**config.mk**
```make
export PLATFORM = sky130hd
export DESIGN_NAME = heat_map_color_gradient_flat
export DESIGN_NICKNAME = d
export VERILOG_FILES = /design/src/hmcg_pkg.sv /design/src/hmcg_if.sv /design/src/hmcg_front.sv /design/src/hmcg_div_step.sv /design/src/hmcg_interp.sv /design/src/heat_map_color_gradient.sv /design/src/flat_wrapper.sv
export SDC_FILE = /design/constraint.sdc
export NUM_CORES = 2
export LEC_CHECK = 0
export BUFFER_PORTS_ARGS = -buffer_cell sky130_fd_sc_hd__buf_2
export CAP_MARGIN = 10
export CORE_MARGIN = 8
export CORE_UTILIZATION = 55
export DETAILED_ROUTE_END_ITERATION = 12
export HOLD_SLACK_MARGIN = 0.12
export PLACE_DENSITY = 0.83
export SLEW_MARGIN = 20
export SYNTH_ARGS = -nofsm -noshare
export SYNTH_HDL_FRONTEND = slang
export SYNTH_SLANG_ARGS = --single-unit
```
**constraint.sdc**
```tcl
create_clock -name clock -period 18.88 [get_ports clock]
set_clock_uncertainty 0.05 [all_clocks]
set_input_delay 1.888 -clock clock [delete_from_list [all_inputs] [get_ports clock]]
set_output_delay 1.888 -clock clock [all_outputs]
set_load 0.02 [all_outputs]
```
**src/hmcg_pkg.sv**
```systemverilog
// Shared types and constants of the heat map color gradient.
// No dependencies; every module of the block imports this package.
package hmcg_pkg;

   localparam int STOP_COUNT = 5;
   localparam int STOP_INDEX_WIDTH = 3;
   localparam int CHANNELS = 3;
   localparam int CSR_INDEX_WIDTH = 1;

   localparam logic [CSR_INDEX_WIDTH-1:0] REG_RANGE_LOW = 1'b0;
   localparam logic [CSR_INDEX_WIDTH-1:0] REG_RANGE_HIGH = 1'b1;

   localparam logic [31:0] RANGE_LOW_RESET = 32'd0;
   localparam logic [31:0] RANGE_HIGH_RESET = 32'd65535;

   localparam logic [STOP_INDEX_WIDTH-1:0] STOP_FIRST = 3'd0;
   localparam logic [STOP_INDEX_WIDTH-1:0] STOP_LAST = 3'd4;

   // Color stops, light cream to dark red, as (red, green, blue).
   localparam logic [7:0] STOP_TAB [STOP_COUNT][CHANNELS] = '{
      '{8'd254, 8'd240, 8'd217},
      '{8'd253, 8'd204, 8'd138},
      '{8'd252, 8'd141, 8'd89},
      '{8'd227, 8'd74, 8'd51},
      '{8'd179, 8'd0, 8'd0}
   };

   // How a sample resolves: interpolated, or pinned to an end stop.
   typedef enum logic [1:0] {
      CLS_INTERP,
      CLS_FIRST,
      CLS_LAST
   } cls_type;

endpackage

```
**src/hmcg_if.sv**
```systemverilog
// Valid/ready channel interfaces of the heat map color gradient.
// Depends on nothing; the top level uses them for its sample and color ports.
interface hmcg_req_if #(parameter int VALUE_WIDTH = 32);
   logic                   valid;
   logic                   ready;
   logic [VALUE_WIDTH-1:0] sample_value;

   modport source (output valid, output sample_value, input ready);
   modport sink (input valid, input sample_value, output ready);
endinterface

interface hmcg_rsp_if;
   logic       valid;
   logic       ready;
   logic [7:0] red;
   logic [7:0] green;
   logic [7:0] blue;

   modport source (output valid, output red, output green, output blue, input ready);
   modport sink (input valid, input red, input green, input blue, output ready);
endinterface

```
**src/hmcg_front.sv**
```systemverilog
// Front end: offset and span against the range bounds, then the end-stop class.
// Depends on hmcg_pkg. Two register stages with valid/ready flow control.
module hmcg_front #(
   parameter int VALUE_WIDTH = 32
) (
   input  logic                    clock,
   input  logic                    reset,
   input  logic                    in_valid,
   output logic                    in_ready,
   input  logic [VALUE_WIDTH-1:0]  sample_value,
   input  logic [VALUE_WIDTH-1:0]  range_low,
   input  logic [VALUE_WIDTH-1:0]  range_high,
   output logic                    out_valid,
   input  logic                    out_ready,
   output logic [VALUE_WIDTH:0]    out_a,
   output logic [VALUE_WIDTH:0]    out_b,
   output hmcg_pkg::cls_type       out_cls
);
   import hmcg_pkg::*;

   logic                   v1_ff;
   logic [VALUE_WIDTH:0]   num_ff, num_in;
   logic [VALUE_WIDTH:0]   den_ff, den_in;
   logic                   v2_ff;
   logic [VALUE_WIDTH:0]   a_ff, a_in;
   logic [VALUE_WIDTH:0]   b_ff, b_in;
   cls_type                cls_ff, cls_in;
   logic                   rdy1, rdy2;
   logic                   num_neg, den_neg, ge;

   assign rdy2 = !v2_ff || out_ready;
   assign rdy1 = !v1_ff || rdy2;
   assign in_ready = rdy1;

   // Sign-extend by one bit so neither difference can overflow.
   assign num_in = {sample_value[VALUE_WIDTH-1], sample_value}
                 - {range_low[VALUE_WIDTH-1], range_low};
   assign den_in = {range_high[VALUE_WIDTH-1], range_high}
                 - {range_low[VALUE_WIDTH-1], range_low};

   assign num_neg = num_ff[VALUE_WIDTH];
   assign den_neg = den_ff[VALUE_WIDTH];
   assign a_in = num_neg ? (~num_ff + 1'b1) : num_ff;
   assign b_in = den_neg ? (~den_ff + 1'b1) : den_ff;
   // |num| >= |den| for operands of the same sign, without the magnitudes.
   assign ge = den_neg ? ($signed(num_ff) <= $signed(den_ff))
                       : ($signed(num_ff) >= $signed(den_ff));

   always_comb begin
      priority if (den_ff == '0) begin
         cls_in = num_neg ? CLS_FIRST : CLS_LAST;
      end else if ((num_ff == '0) || (num_neg != den_neg)) begin
         cls_in = CLS_FIRST;
      end else if (ge) begin
         cls_in = CLS_LAST;
      end else begin
         cls_in = CLS_INTERP;
      end
   end

   always_ff @(posedge clock) begin
      if (reset) begin
         v1_ff <= 1'b0;
         v2_ff <= 1'b0;
      end else begin
         if (rdy1) begin
            v1_ff <= in_valid;
         end
         if (rdy2) begin
            v2_ff <= v1_ff;
         end
      end
   end

   always_ff @(posedge clock) begin
      if (rdy1 && in_valid) begin
         num_ff <= num_in;
         den_ff <= den_in;
      end
      if (rdy2 && v1_ff) begin
         a_ff   <= a_in;
         b_ff   <= b_in;
         cls_ff <= cls_in;
      end
   end

   assign out_valid = v2_ff;
   assign out_a = a_ff;
   assign out_b = b_ff;
   assign out_cls = cls_ff;

endmodule

```
**src/hmcg_div_step.sv**
```systemverilog
// One restoring division step: yields one fraction bit per register stage.
// Depends on hmcg_pkg. Chained FRACTION_BITS times by the top level.
module hmcg_div_step #(
   parameter int VALUE_WIDTH   = 32,
   parameter int FRACTION_BITS = 16
) (
   input  logic                      clock,
   input  logic                      reset,
   input  logic                      in_valid,
   output logic                      in_ready,
   input  logic [VALUE_WIDTH:0]      in_rem,
   input  logic [VALUE_WIDTH:0]      in_div,
   input  logic [FRACTION_BITS-1:0]  in_quot,
   input  hmcg_pkg::cls_type         in_cls,
   output logic                      out_valid,
   input  logic                      out_ready,
   output logic [VALUE_WIDTH:0]      out_rem,
   output logic [VALUE_WIDTH:0]      out_div,
   output logic [FRACTION_BITS-1:0]  out_quot,
   output hmcg_pkg::cls_type         out_cls
);
   import hmcg_pkg::*;

   logic                      v_ff;
   logic [VALUE_WIDTH:0]      rem_ff, rem_in;
   logic [VALUE_WIDTH:0]      div_ff;
   logic [FRACTION_BITS-1:0]  quot_ff, quot_in;
   cls_type                   cls_ff;
   logic                      rdy;
   logic [VALUE_WIDTH+1:0]    shifted, trial;
   logic                      take;

   assign rdy = !v_ff || out_ready;
   assign in_ready = rdy;

   assign shifted = {in_rem, 1'b0};
   assign trial = shifted - {1'b0, in_div};
   assign take = shifted >= {1'b0, in_div};
   assign rem_in = take ? trial[VALUE_WIDTH:0] : shifted[VALUE_WIDTH:0];
   assign quot_in = {in_quot[FRACTION_BITS-2:0], take};

   always_ff @(posedge clock) begin
      if (reset) begin
         v_ff <= 1'b0;
      end else if (rdy) begin
         v_ff <= in_valid;
      end
   end

   always_ff @(posedge clock) begin
      if (rdy && in_valid) begin
         rem_ff  <= rem_in;
         div_ff  <= in_div;
         quot_ff <= quot_in;
         cls_ff  <= in_cls;
      end
   end

   assign out_valid = v_ff;
   assign out_rem = rem_ff;
   assign out_div = div_ff;
   assign out_quot = quot_ff;
   assign out_cls = cls_ff;

endmodule

```
**src/hmcg_interp.sv**
```systemverilog
// Segment pick and linear blend between neighboring color stops.
// Depends on hmcg_pkg. Multiply stage, then add/select stage feeding the output.
module hmcg_interp #(
   parameter int FRACTION_BITS = 16
) (
   input  logic                      clock,
   input  logic                      reset,
   input  logic                      in_valid,
   output logic                      in_ready,
   input  logic [FRACTION_BITS-1:0]  in_quot,
   input  hmcg_pkg::cls_type         in_cls,
   output logic                      out_valid,
   input  logic                      out_ready,
   output logic [7:0]                out_red,
   output logic [7:0]                out_green,
   output logic [7:0]                out_blue
);
   import hmcg_pkg::*;

   localparam int PROD_WIDTH = FRACTION_BITS + 10;

   logic                          va_ff, vb_ff;
   logic                          rdy_a, rdy_b;
   logic [1:0]                    seg;
   logic [FRACTION_BITS-1:0]      frac;
   logic [STOP_INDEX_WIDTH-1:0]   idx_lo, idx_hi;
   logic signed [8:0]             diff [CHANNELS];
   logic signed [PROD_WIDTH-1:0]  prod_in [CHANNELS];
   logic signed [PROD_WIDTH-1:0]  prod_ff [CHANNELS];
   logic [7:0]                    base_ff [CHANNELS];
   cls_type                       cls_ff;
   logic [7:0]                    color_in [CHANNELS];
   logic [7:0]                    color_ff [CHANNELS];

   assign rdy_b = !vb_ff || out_ready;
   assign rdy_a = !va_ff || rdy_b;
   assign in_ready = rdy_a;

   // Four times the fraction: top two bits pick the segment, the rest blends.
   assign seg = in_quot[FRACTION_BITS-1 -: 2];
   assign frac = {in_quot[FRACTION_BITS-3:0], 2'b00};
   assign idx_lo = {1'b0, seg};
   assign idx_hi = idx_lo + 1'b1;

   always_comb begin
      for (int c = 0; c < CHANNELS; c++) begin
         diff[c] = $signed({1'b0, STOP_TAB[idx_hi][c]}) - $signed({1'b0, STOP_TAB[idx_lo][c]});
         prod_in[c] = PROD_WIDTH'(diff[c] * $signed({1'b0, frac}));
      end
   end

   always_comb begin
      for (int c = 0; c < CHANNELS; c++) begin
         unique case (cls_ff)
            CLS_FIRST: color_in[c] = STOP_TAB[STOP_FIRST][c];
            CLS_LAST:  color_in[c] = STOP_TAB[STOP_LAST][c];
            default:   color_in[c] = base_ff[c] + 8'(prod_ff[c] >>> FRACTION_BITS);
         endcase
      end
   end

   always_ff @(posedge clock) begin
      if (reset) begin
         va_ff <= 1'b0;
         vb_ff <= 1'b0;
      end else begin
         if (rdy_a) begin
            va_ff <= in_valid;
         end
         if (rdy_b) begin
            vb_ff <= va_ff;
         end
      end
   end

   always_ff @(posedge clock) begin
      if (rdy_a && in_valid) begin
         cls_ff <= in_cls;
         for (int c = 0; c < CHANNELS; c++) begin
            prod_ff[c] <= prod_in[c];
            base_ff[c] <= STOP_TAB[idx_lo][c];
         end
      end
      if (rdy_b && va_ff) begin
         for (int c = 0; c < CHANNELS; c++) begin
            color_ff[c] <= color_in[c];
         end
      end
   end

   assign out_valid = vb_ff;
   assign out_red = color_ff[0];
   assign out_green = color_ff[1];
   assign out_blue = color_ff[2];

endmodule

```
**src/heat_map_color_gradient.sv**
```systemverilog
// Heat map color gradient: maps each signed sample to an RGB color on a five-stop
// scale from light cream to dark red, by (sample - range_low) / (range_high - range_low)
// as an unsigned FRACTION_BITS-bit fraction. One transaction is accepted every clock
// while the output is not stalled, and each gives exactly one color transaction: two
// front stages form the offset, span and end-stop class, one stage per fraction bit
// runs the restoring divider, and two stages do the multiply and the add. Every stage
// holds its own valid bit and stalls only while full and blocked downstream, so a
// stalled rsp channel backs up one stage at a time and nothing is dropped or repeated.
// Write range_low (index 0) and range_high (index 1) through the csr port only while
// no transaction is in flight; reset values are 0 and 65535.
// Depends on hmcg_pkg, hmcg_if, hmcg_front, hmcg_div_step and hmcg_interp.
module heat_map_color_gradient #(
   parameter int VALUE_WIDTH   = 32,
   parameter int FRACTION_BITS = 16
) (
   input  logic                                  clock,
   input  logic                                  reset,
   hmcg_req_if.sink                              req,
   hmcg_rsp_if.source                            rsp,
   input  logic                                  csr_we,
   input  logic [hmcg_pkg::CSR_INDEX_WIDTH-1:0]  csr_index,
   input  logic [VALUE_WIDTH-1:0]                csr_wdata
);
   import hmcg_pkg::*;

   localparam int LATENCY = FRACTION_BITS + 4;

   // Range bounds, held as two's complement at VALUE_WIDTH bits.
   logic [VALUE_WIDTH-1:0] range_low_ff;
   logic [VALUE_WIDTH-1:0] range_high_ff;

   always_ff @(posedge clock) begin
      if (reset) begin
         range_low_ff  <= VALUE_WIDTH'(RANGE_LOW_RESET);
         range_high_ff <= VALUE_WIDTH'(RANGE_HIGH_RESET);
      end else if (csr_we) begin
         unique case (csr_index)
            REG_RANGE_LOW:  range_low_ff  <= csr_wdata;
            REG_RANGE_HIGH: range_high_ff <= csr_wdata;
            default:        range_low_ff  <= range_low_ff;
         endcase
      end
   end

   // Divider chain taps; tap 0 is the front-end output.
   logic                      div_valid [FRACTION_BITS+1];
   logic                      div_ready [FRACTION_BITS+1];
   logic [VALUE_WIDTH:0]      div_rem   [FRACTION_BITS+1];
   logic [VALUE_WIDTH:0]      div_div   [FRACTION_BITS+1];
   logic [FRACTION_BITS-1:0]  div_quot  [FRACTION_BITS+1];
   cls_type                   div_cls   [FRACTION_BITS+1];

   hmcg_front #(
      .VALUE_WIDTH (VALUE_WIDTH)
   ) u_front (
      .clock        (clock),
      .reset        (reset),
      .in_valid     (req.valid),
      .in_ready     (req.ready),
      .sample_value (req.sample_value),
      .range_low    (range_low_ff),
      .range_high   (range_high_ff),
      .out_valid    (div_valid[0]),
      .out_ready    (div_ready[0]),
      .out_a        (div_rem[0]),
      .out_b        (div_div[0]),
      .out_cls      (div_cls[0])
   );

   // Start the quotient at zero; the remainder starts as the offset magnitude.
   assign div_quot[0] = '0;

   for (genvar i = 0; i < FRACTION_BITS; i++) begin : g_div
      hmcg_div_step #(
         .VALUE_WIDTH   (VALUE_WIDTH),
         .FRACTION_BITS (FRACTION_BITS)
      ) u_step (
         .clock     (clock),
         .reset     (reset),
         .in_valid  (div_valid[i]),
         .in_ready  (div_ready[i]),
         .in_rem    (div_rem[i]),
         .in_div    (div_div[i]),
         .in_quot   (div_quot[i]),
         .in_cls    (div_cls[i]),
         .out_valid (div_valid[i+1]),
         .out_ready (div_ready[i+1]),
         .out_rem   (div_rem[i+1]),
         .out_div   (div_div[i+1]),
         .out_quot  (div_quot[i+1]),
         .out_cls   (div_cls[i+1])
      );
   end

   // A zero quotient lands on segment 0 with no blend, which is the first stop.
   hmcg_interp #(
      .FRACTION_BITS (FRACTION_BITS)
   ) u_interp (
      .clock     (clock),
      .reset     (reset),
      .in_valid  (div_valid[FRACTION_BITS]),
      .in_ready  (div_ready[FRACTION_BITS]),
      .in_quot   (div_quot[FRACTION_BITS]),
      .in_cls    (div_cls[FRACTION_BITS]),
      .out_valid (rsp.valid),
      .out_ready (rsp.ready),
      .out_red   (rsp.red),
      .out_green (rsp.green),
      .out_blue  (rsp.blue)
   );

`ifndef SYNTHESIS
   // Count transactions in flight between the two channels.
   logic [$clog2(LATENCY+2)-1:0] inflight_ff, inflight_in;

   assign inflight_in = inflight_ff
                      + (($clog2(LATENCY+2))'(req.valid && req.ready))
                      - (($clog2(LATENCY+2))'(rsp.valid && rsp.ready));

   always_ff @(posedge clock) begin
      if (reset) begin
         inflight_ff <= '0;
      end else begin
         inflight_ff <= inflight_in;
      end
   end

   a_inflight_bound: assert property (@(posedge clock) disable iff (reset)
      inflight_ff <= ($clog2(LATENCY+2))'(LATENCY))
      else $error("more transactions in flight than pipeline stages");

   a_no_phantom_rsp: assert property (@(posedge clock) disable iff (reset)
      rsp.valid |-> (inflight_ff != '0))
      else $error("result presented with no transaction in flight");

   a_flow_through: assert property (@(posedge clock) disable iff (reset)
      (!rsp.valid || rsp.ready) |-> req.ready)
      else $error("input stalled while the output drains");

   a_reset_empty: assert property (@(posedge clock)
      reset |=> !rsp.valid)
      else $error("result valid right after reset");
`endif

endmodule
```
**src/flat_wrapper.sv**
```systemverilog
// flat-port wrapper written by rule: the top's interface ports become plain ports
module heat_map_color_gradient_flat import hmcg_pkg::*;
#(
   parameter int VALUE_WIDTH   = 32,
   parameter int FRACTION_BITS = 16
)
  (clock, reset, csr_we, csr_index, csr_wdata, req_valid, req_sample_value, req_ready, rsp_valid, rsp_red, rsp_green, rsp_blue, rsp_ready);
  hmcg_req_if #(.VALUE_WIDTH(VALUE_WIDTH)) req_i ();
  hmcg_rsp_if rsp_i ();
  input  logic clock;
  input  logic reset;
  input  logic csr_we;
  input  logic [hmcg_pkg::CSR_INDEX_WIDTH-1:0] csr_index;
  input  logic [VALUE_WIDTH-1:0] csr_wdata;
  input wire logic [$bits(req_i.valid)-1:0] req_valid;
  input wire logic [$bits(req_i.sample_value)-1:0] req_sample_value;
  output wire logic [$bits(req_i.ready)-1:0] req_ready;
  output wire logic [$bits(rsp_i.valid)-1:0] rsp_valid;
  output wire logic [$bits(rsp_i.red)-1:0] rsp_red;
  output wire logic [$bits(rsp_i.green)-1:0] rsp_green;
  output wire logic [$bits(rsp_i.blue)-1:0] rsp_blue;
  input wire logic [$bits(rsp_i.ready)-1:0] rsp_ready;
  assign req_i.valid = req_valid;
  assign req_i.sample_value = req_sample_value;
  assign req_ready = req_i.ready;
  assign rsp_valid = rsp_i.valid;
  assign rsp_red = rsp_i.red;
  assign rsp_green = rsp_i.green;
  assign rsp_blue = rsp_i.blue;
  assign rsp_i.ready = rsp_ready;
  heat_map_color_gradient #(.VALUE_WIDTH(VALUE_WIDTH), .FRACTION_BITS(FRACTION_BITS)) u_core (.clock(clock), .reset(reset), .req(req_i), .rsp(rsp_i), .csr_we(csr_we), .csr_index(csr_index), .csr_wdata(csr_wdata));
endmodule
```
==> results.md <==
* 63300 — total number of vias
* 70 ps — clock-pin slew on the worst setup and hold paths
* 49.9% — share of power burned in registers
* 91100 um2 — synthesized cell area
* 1438 — Yosys reg bits
* sky130_fd_sc_hd__edfxtp_1 — most frequent cell after synthesis
* yes — TritonCTS clock tree
* 99300 um2 — final std cell area, no fill
* 22.8% — global-route total usage across every layer
* 5.85 — via density per instance
* flip-flop — startpoint type of the worst setup path
* 7550 ps — post-layout min period
* 9652 — final layout net count
* 0 — max-cap viol count
* 19360 ps — required arrival time at the worst endpoint
* 63800 — number of global-route vias before repair
* 85 — pin count of the biggest net entering global routing
* 0 — post-cts hold buffer count
* 209000 um — final routed wirelength across all metal layers
* sky130_fd_sc_hd__edfxtp_1, sky130_fd_sc_hd__ha_1, sky130_fd_sc_hd__fa_1, sky130_fd_sc_hd__inv_1, sky130_fd_sc_hd__xnor2_1 — ranking of synthesized cells by area
* 23.3% — Switching Fraction
* 0 — Synthesis Warnings
* sky130_fd_sc_hd__edfxtp_1 — Post-synth top flop
* 4671 — iteration-0 DRC count of the detailed router
* 46.5% — Seq/Total Area, Yosys
* 1.68 mW — Net Switching
* sky130_fd_sc_hd__edfxtp_1 — largest area contributor in the netlist
* 152 — number of buffers added by the clock tree synthesis step
* 42300 um2 — footprint of the flip-flops and latches
* 423 um — Die X
* 94200 um2 — standard cell area after detailed placement
* 8368 — Mapped Cells
* 149 — row count
* complete, no violations — outcome
* 0 — residual antenna-violating net count after detailed routing
* 12800 — Filler Cell Count
* 101 — number of different library cells in the post-synthesis netlist
* flip-flop to flip-flop — class of the tightest hold or removal check
* 10.9 um2 — Avg Inst Size Synth
* sky130_fd_sc_hd__fa_1 — critical path's most frequent cell
* 72.5 nW/um2 — power per standard cell area
* 0 — number of antenna violations at the first check in global routing
* 19.3 um — detailed-route wire length per cell
* 31 — Worst Path Max Fanout
* 6 — length of the first detailed-routing pass in iterations
* 132 MHz — Max Clock Freq
* 7.12% — fraction of final layout cells sized beyond drive strength 1
* 1120 ps — transition time at the pin with the least slew margin
* 8040 ps — data arrival at the endpoint of the critical path
* 0.959 — Final Wtd Congestion
* buf_4 -> inv_1 -> ha_1 -> xnor2_1 -> nand2_1 -> fa_1 -> fa_1 -> inv_1 -> fa_1 -> fa_1 -> fa_1 -> ha_1 -> a21oi_1 -> o31ai_1 -> a21o_1 -> a21oi_1 -> o22ai_1 -> o41a_1 -> a211o_1 -> a21oi_1 -> o21bai_1 -> xnor2_1 — critical-path cell list
* 0 — final-report max-slew violation count
* 96 — I/O pin count
* 0 ps — accumulated negative setup slack
* 1354 — count of flip-flops with a built-in enable after synthesis
* no — unrepaired setup endpoints after global routing
* 1438 — Sinks on Clock Net
* u_core.u_interp.prod_ff[0][45] — critical path endpoint
* 4 — number of levels in the clock H-tree
* 0 — total congestion overflow
* 0 — # resized after CTS
* 24.8% — Max-slew headroom
* 7.6% — Combinational Power Share
* 9.04% — Synth-to-Final Area Change
* 11330 ps — reg-to-reg slack, setup
* flip-flop to flip-flop — critical path type
* 0.000112 V — maximum vdd drop
* 40.0% — post-route clock period utilization
* 0% — Post-synth ARST share
* 41.1 nW — leakage power of the design
* 165000 um2 — floorplan core area
* u_core.g_div[15].u_step.out_quot[14] — launch point of the worst reg-to-reg path
* 159000 um — detailed placement HPWL
* 860 ps — Largest stage delay, worst path
* sky130_fd_sc_hd__clkbuf_16 — CTS Root Buffer Type
* 800 ps — clock network latency to the later pin of the worst-skew pair
* 42.5% — proportion of power drawn by the clock network
* 9519 — syn nets
* flip-flop — element type at the critical path end
* 3 — number of buffers on the longest clock path
* 44400 um2 — area occupied by multi-input gates
* 0 — Post-CTS Setup Repair Bufs
* 5.52 mW — internal power
* 179000 um2 — Die Area
* 95 — number of port buffers
* 0 — Final Hold Vio Count
* 423 um — vertical die dimension
* u_core.u_interp.prod_ff[0][45] — endpoint of the worst register-to-register path
* 22 — depth of the most critical reg-to-reg path
* 44.6% — top-area cell type share of the netlist area
* u_core.g_div[15].u_step.out_quot[14] — Setup crit start
* sky130_fd_sc_hd__xnor2_1 — critical-path cell with the highest stage delay
* 0 — Setup Viol. Count Final
* 0 — number of design rule violations left after detail routing
* 55.3% — Initial Utilization
* 334000 um — global-route wire length before repair
* sky130_fd_sc_hd__edfxtp_1, sky130_fd_sc_hd__inv_1, sky130_fd_sc_hd__ha_1 — list of most frequent post-synthesis cells
==> registers in the layout, indices dropped and copies added (netlist names) <==
name                           count
u_core.g_div.u_step.out_div      495
u_core.g_div.u_step.out_rem      495
u_core.g_div.u_step.out_quot     136
u_core.u_front.den_ff             33
u_core.u_front.num_ff             33
u_core.u_front.out_a              33
u_core.u_front.out_b              33
u_core.g_div.u_step.out_cls       32
u_core.range_high_ff              32
u_core.range_low_ff               32
u_core.u_interp.color_ff          24
u_core.u_interp.prod_ff           24
u_core.g_div.u_step.out_valid     16
u_core.u_interp.base_ff           12
u_core.u_front.out_cls             2
u_core.u_interp.cls_ff             2
u_core.u_front.out_valid           1
u_core.u_front.v1_ff               1
u_core.u_interp.out_valid          1
u_core.u_interp.va_ff              1
==> worst min-delay path by stage <==
| stage | start | to | slack (ps) | cells after the start |
|---|---|---|---|---|
| after detailed placement | u_core.g_div[10].u_step.out_quot[4] | u_core.g_div[11].u_step.out_quot[5] | 350 | 0 |
| after CTS | u_core.g_div[13].u_step.out_quot[12] | u_core.g_div[14].u_step.out_quot[13] | 360 | 0 |
| after global routing | u_core.g_div[14].u_step.out_quot[12] | u_core.g_div[15].u_step.out_quot[13] | 360 | 0 |
| after global placement | u_core.g_div[14].u_step.out_quot[2] | u_core.g_div[15].u_step.out_quot[3] | 350 | 0 |
| after floorplan | u_core.u_front.out_cls[0] | u_core.g_div[0].u_step.out_cls[0] | 350 | 0 |
| final | u_core.g_div[13].u_step.out_quot[12] | u_core.g_div[14].u_step.out_quot[13] | 360 | 0 |
==> layout by cell type, fill, tap and decap left out, types with 20 or more instances in the layout <==
master	instances
sky130_fd_sc_hd__edfxtp_1	1354
sky130_fd_sc_hd__inv_1	1006
sky130_fd_sc_hd__ha_1	808
sky130_fd_sc_hd__nand2_1	730
sky130_fd_sc_hd__a21oi_1	602
sky130_fd_sc_hd__o21ai_0	442
sky130_fd_sc_hd__nor2_1	440
sky130_fd_sc_hd__xnor2_1	382
sky130_fd_sc_hd__a21o_1	273
sky130_fd_sc_hd__fa_1	273
sky130_fd_sc_hd__xor2_1	188
sky130_fd_sc_hd__clkbuf_16	152
sky130_fd_sc_hd__nand2b_1	130
sky130_fd_sc_hd__nand3_1	123
sky130_fd_sc_hd__mux2_2	121
sky130_fd_sc_hd__o21a_1	99
sky130_fd_sc_hd__nor3_1	96
sky130_fd_sc_hd__buf_2	95
sky130_fd_sc_hd__nor2b_1	87
sky130_fd_sc_hd__dfxtp_1	84
sky130_fd_sc_hd__nand4_1	78
sky130_fd_sc_hd__and2_1	61
sky130_fd_sc_hd__o21bai_1	58
sky130_fd_sc_hd__o31ai_1	55
sky130_fd_sc_hd__buf_4	55
sky130_fd_sc_hd__and3_1	54
sky130_fd_sc_hd__o21ai_1	51
sky130_fd_sc_hd__a31oi_1	43
sky130_fd_sc_hd__a211oi_1	42
sky130_fd_sc_hd__clkinv_1	28
sky130_fd_sc_hd__or3_1	28
sky130_fd_sc_hd__nor4_1	26
sky130_fd_sc_hd__clkbuf_1	26
sky130_fd_sc_hd__o211ai_1	24
sky130_fd_sc_hd__mux2_4	24
sky130_fd_sc_hd__a211o_1	23
sky130_fd_sc_hd__clkinv_2	22
sky130_fd_sc_hd__or2_2	20
sky130_fd_sc_hd__nand3b_1	20
sky130_fd_sc_hd__mux2i_1	20
==> metal layers <==
layer,GRT usage [%],part of all wire (%)
met1,27.9,41
met2,40.2,49
met3,2.95,5.2
met4,10.2,4.8
met5,0,0
==> critical path: cells and delay by family, from the launching register on <==
kind                       cells  cell delay, ps
DFF                            1             330
and+or+nand+nor                1             190
adders and majority gates      7            3190
xor gates and xnor gates       2            1000
AOI/OAI and AO/OA              9            1890
buffers and inverters          3             640
==> layout make-up <==
cell class | instances | share of cell area (%)
Antenna cell | 2 | 0.00504
Clock buffer | 178 | 3.93
Clock inverter | 102 | 1.22
Inverter | 1009 | 3.81
Multi-Input combinational cell | 5750 | 44.8
Sequential cell | 1438 | 42.6
Tap cell | 2189 | 2.76
Timing Repair Buffer | 150 | 0.894
==> metrics by stage <==
step / hold WS, ps / setup WS (ps) / cells / util [%] / power (mW)
after floorplan: 350 / 9820 / 8368 / - / 4.05
after global placement: 350 / 11440 / 10500 / 57.2 / 4.17
after detailed placement: 355 / 11400 / 10500 / 57.2 / 4.19
after CTS: 365 / 11380 / 10800 / 60.3 / 7.25
after global routing: 363 / 10960 / 10800 / 60.3 / 7.43
final: 362 / 11330 / 10800 / 60.3 / 7.20
==> power groups by stage <==
stage	logic (mW)	registers [mW]	clock network (mW)
2_1_floorplan	0.407	3.64	0
3_3_place_gp	0.509	3.66	0
3_5_place_dp	0.529	3.66	0
4_1_cts	0.537	3.59	3.12
5_1_grt	0.602	3.60	3.23
6_report	0.545	3.59	3.06
==> kinds of logic after synthesis <==
group,after synthesis,synth area share (%)
AND/OR/NAND/NOR,1976,10.2
AO/OA/AOI/OAI,1953,13.5
flip-flops,1438,46.5
buffers and inverters,1180,4.99
adder cells (fa/ha/maj),1081,17.1
XOR/XNOR,570,5.48
multiplexers,169,2.16
other,1,0.00412
Note: power is estimated with default switching activity, not from simulation.
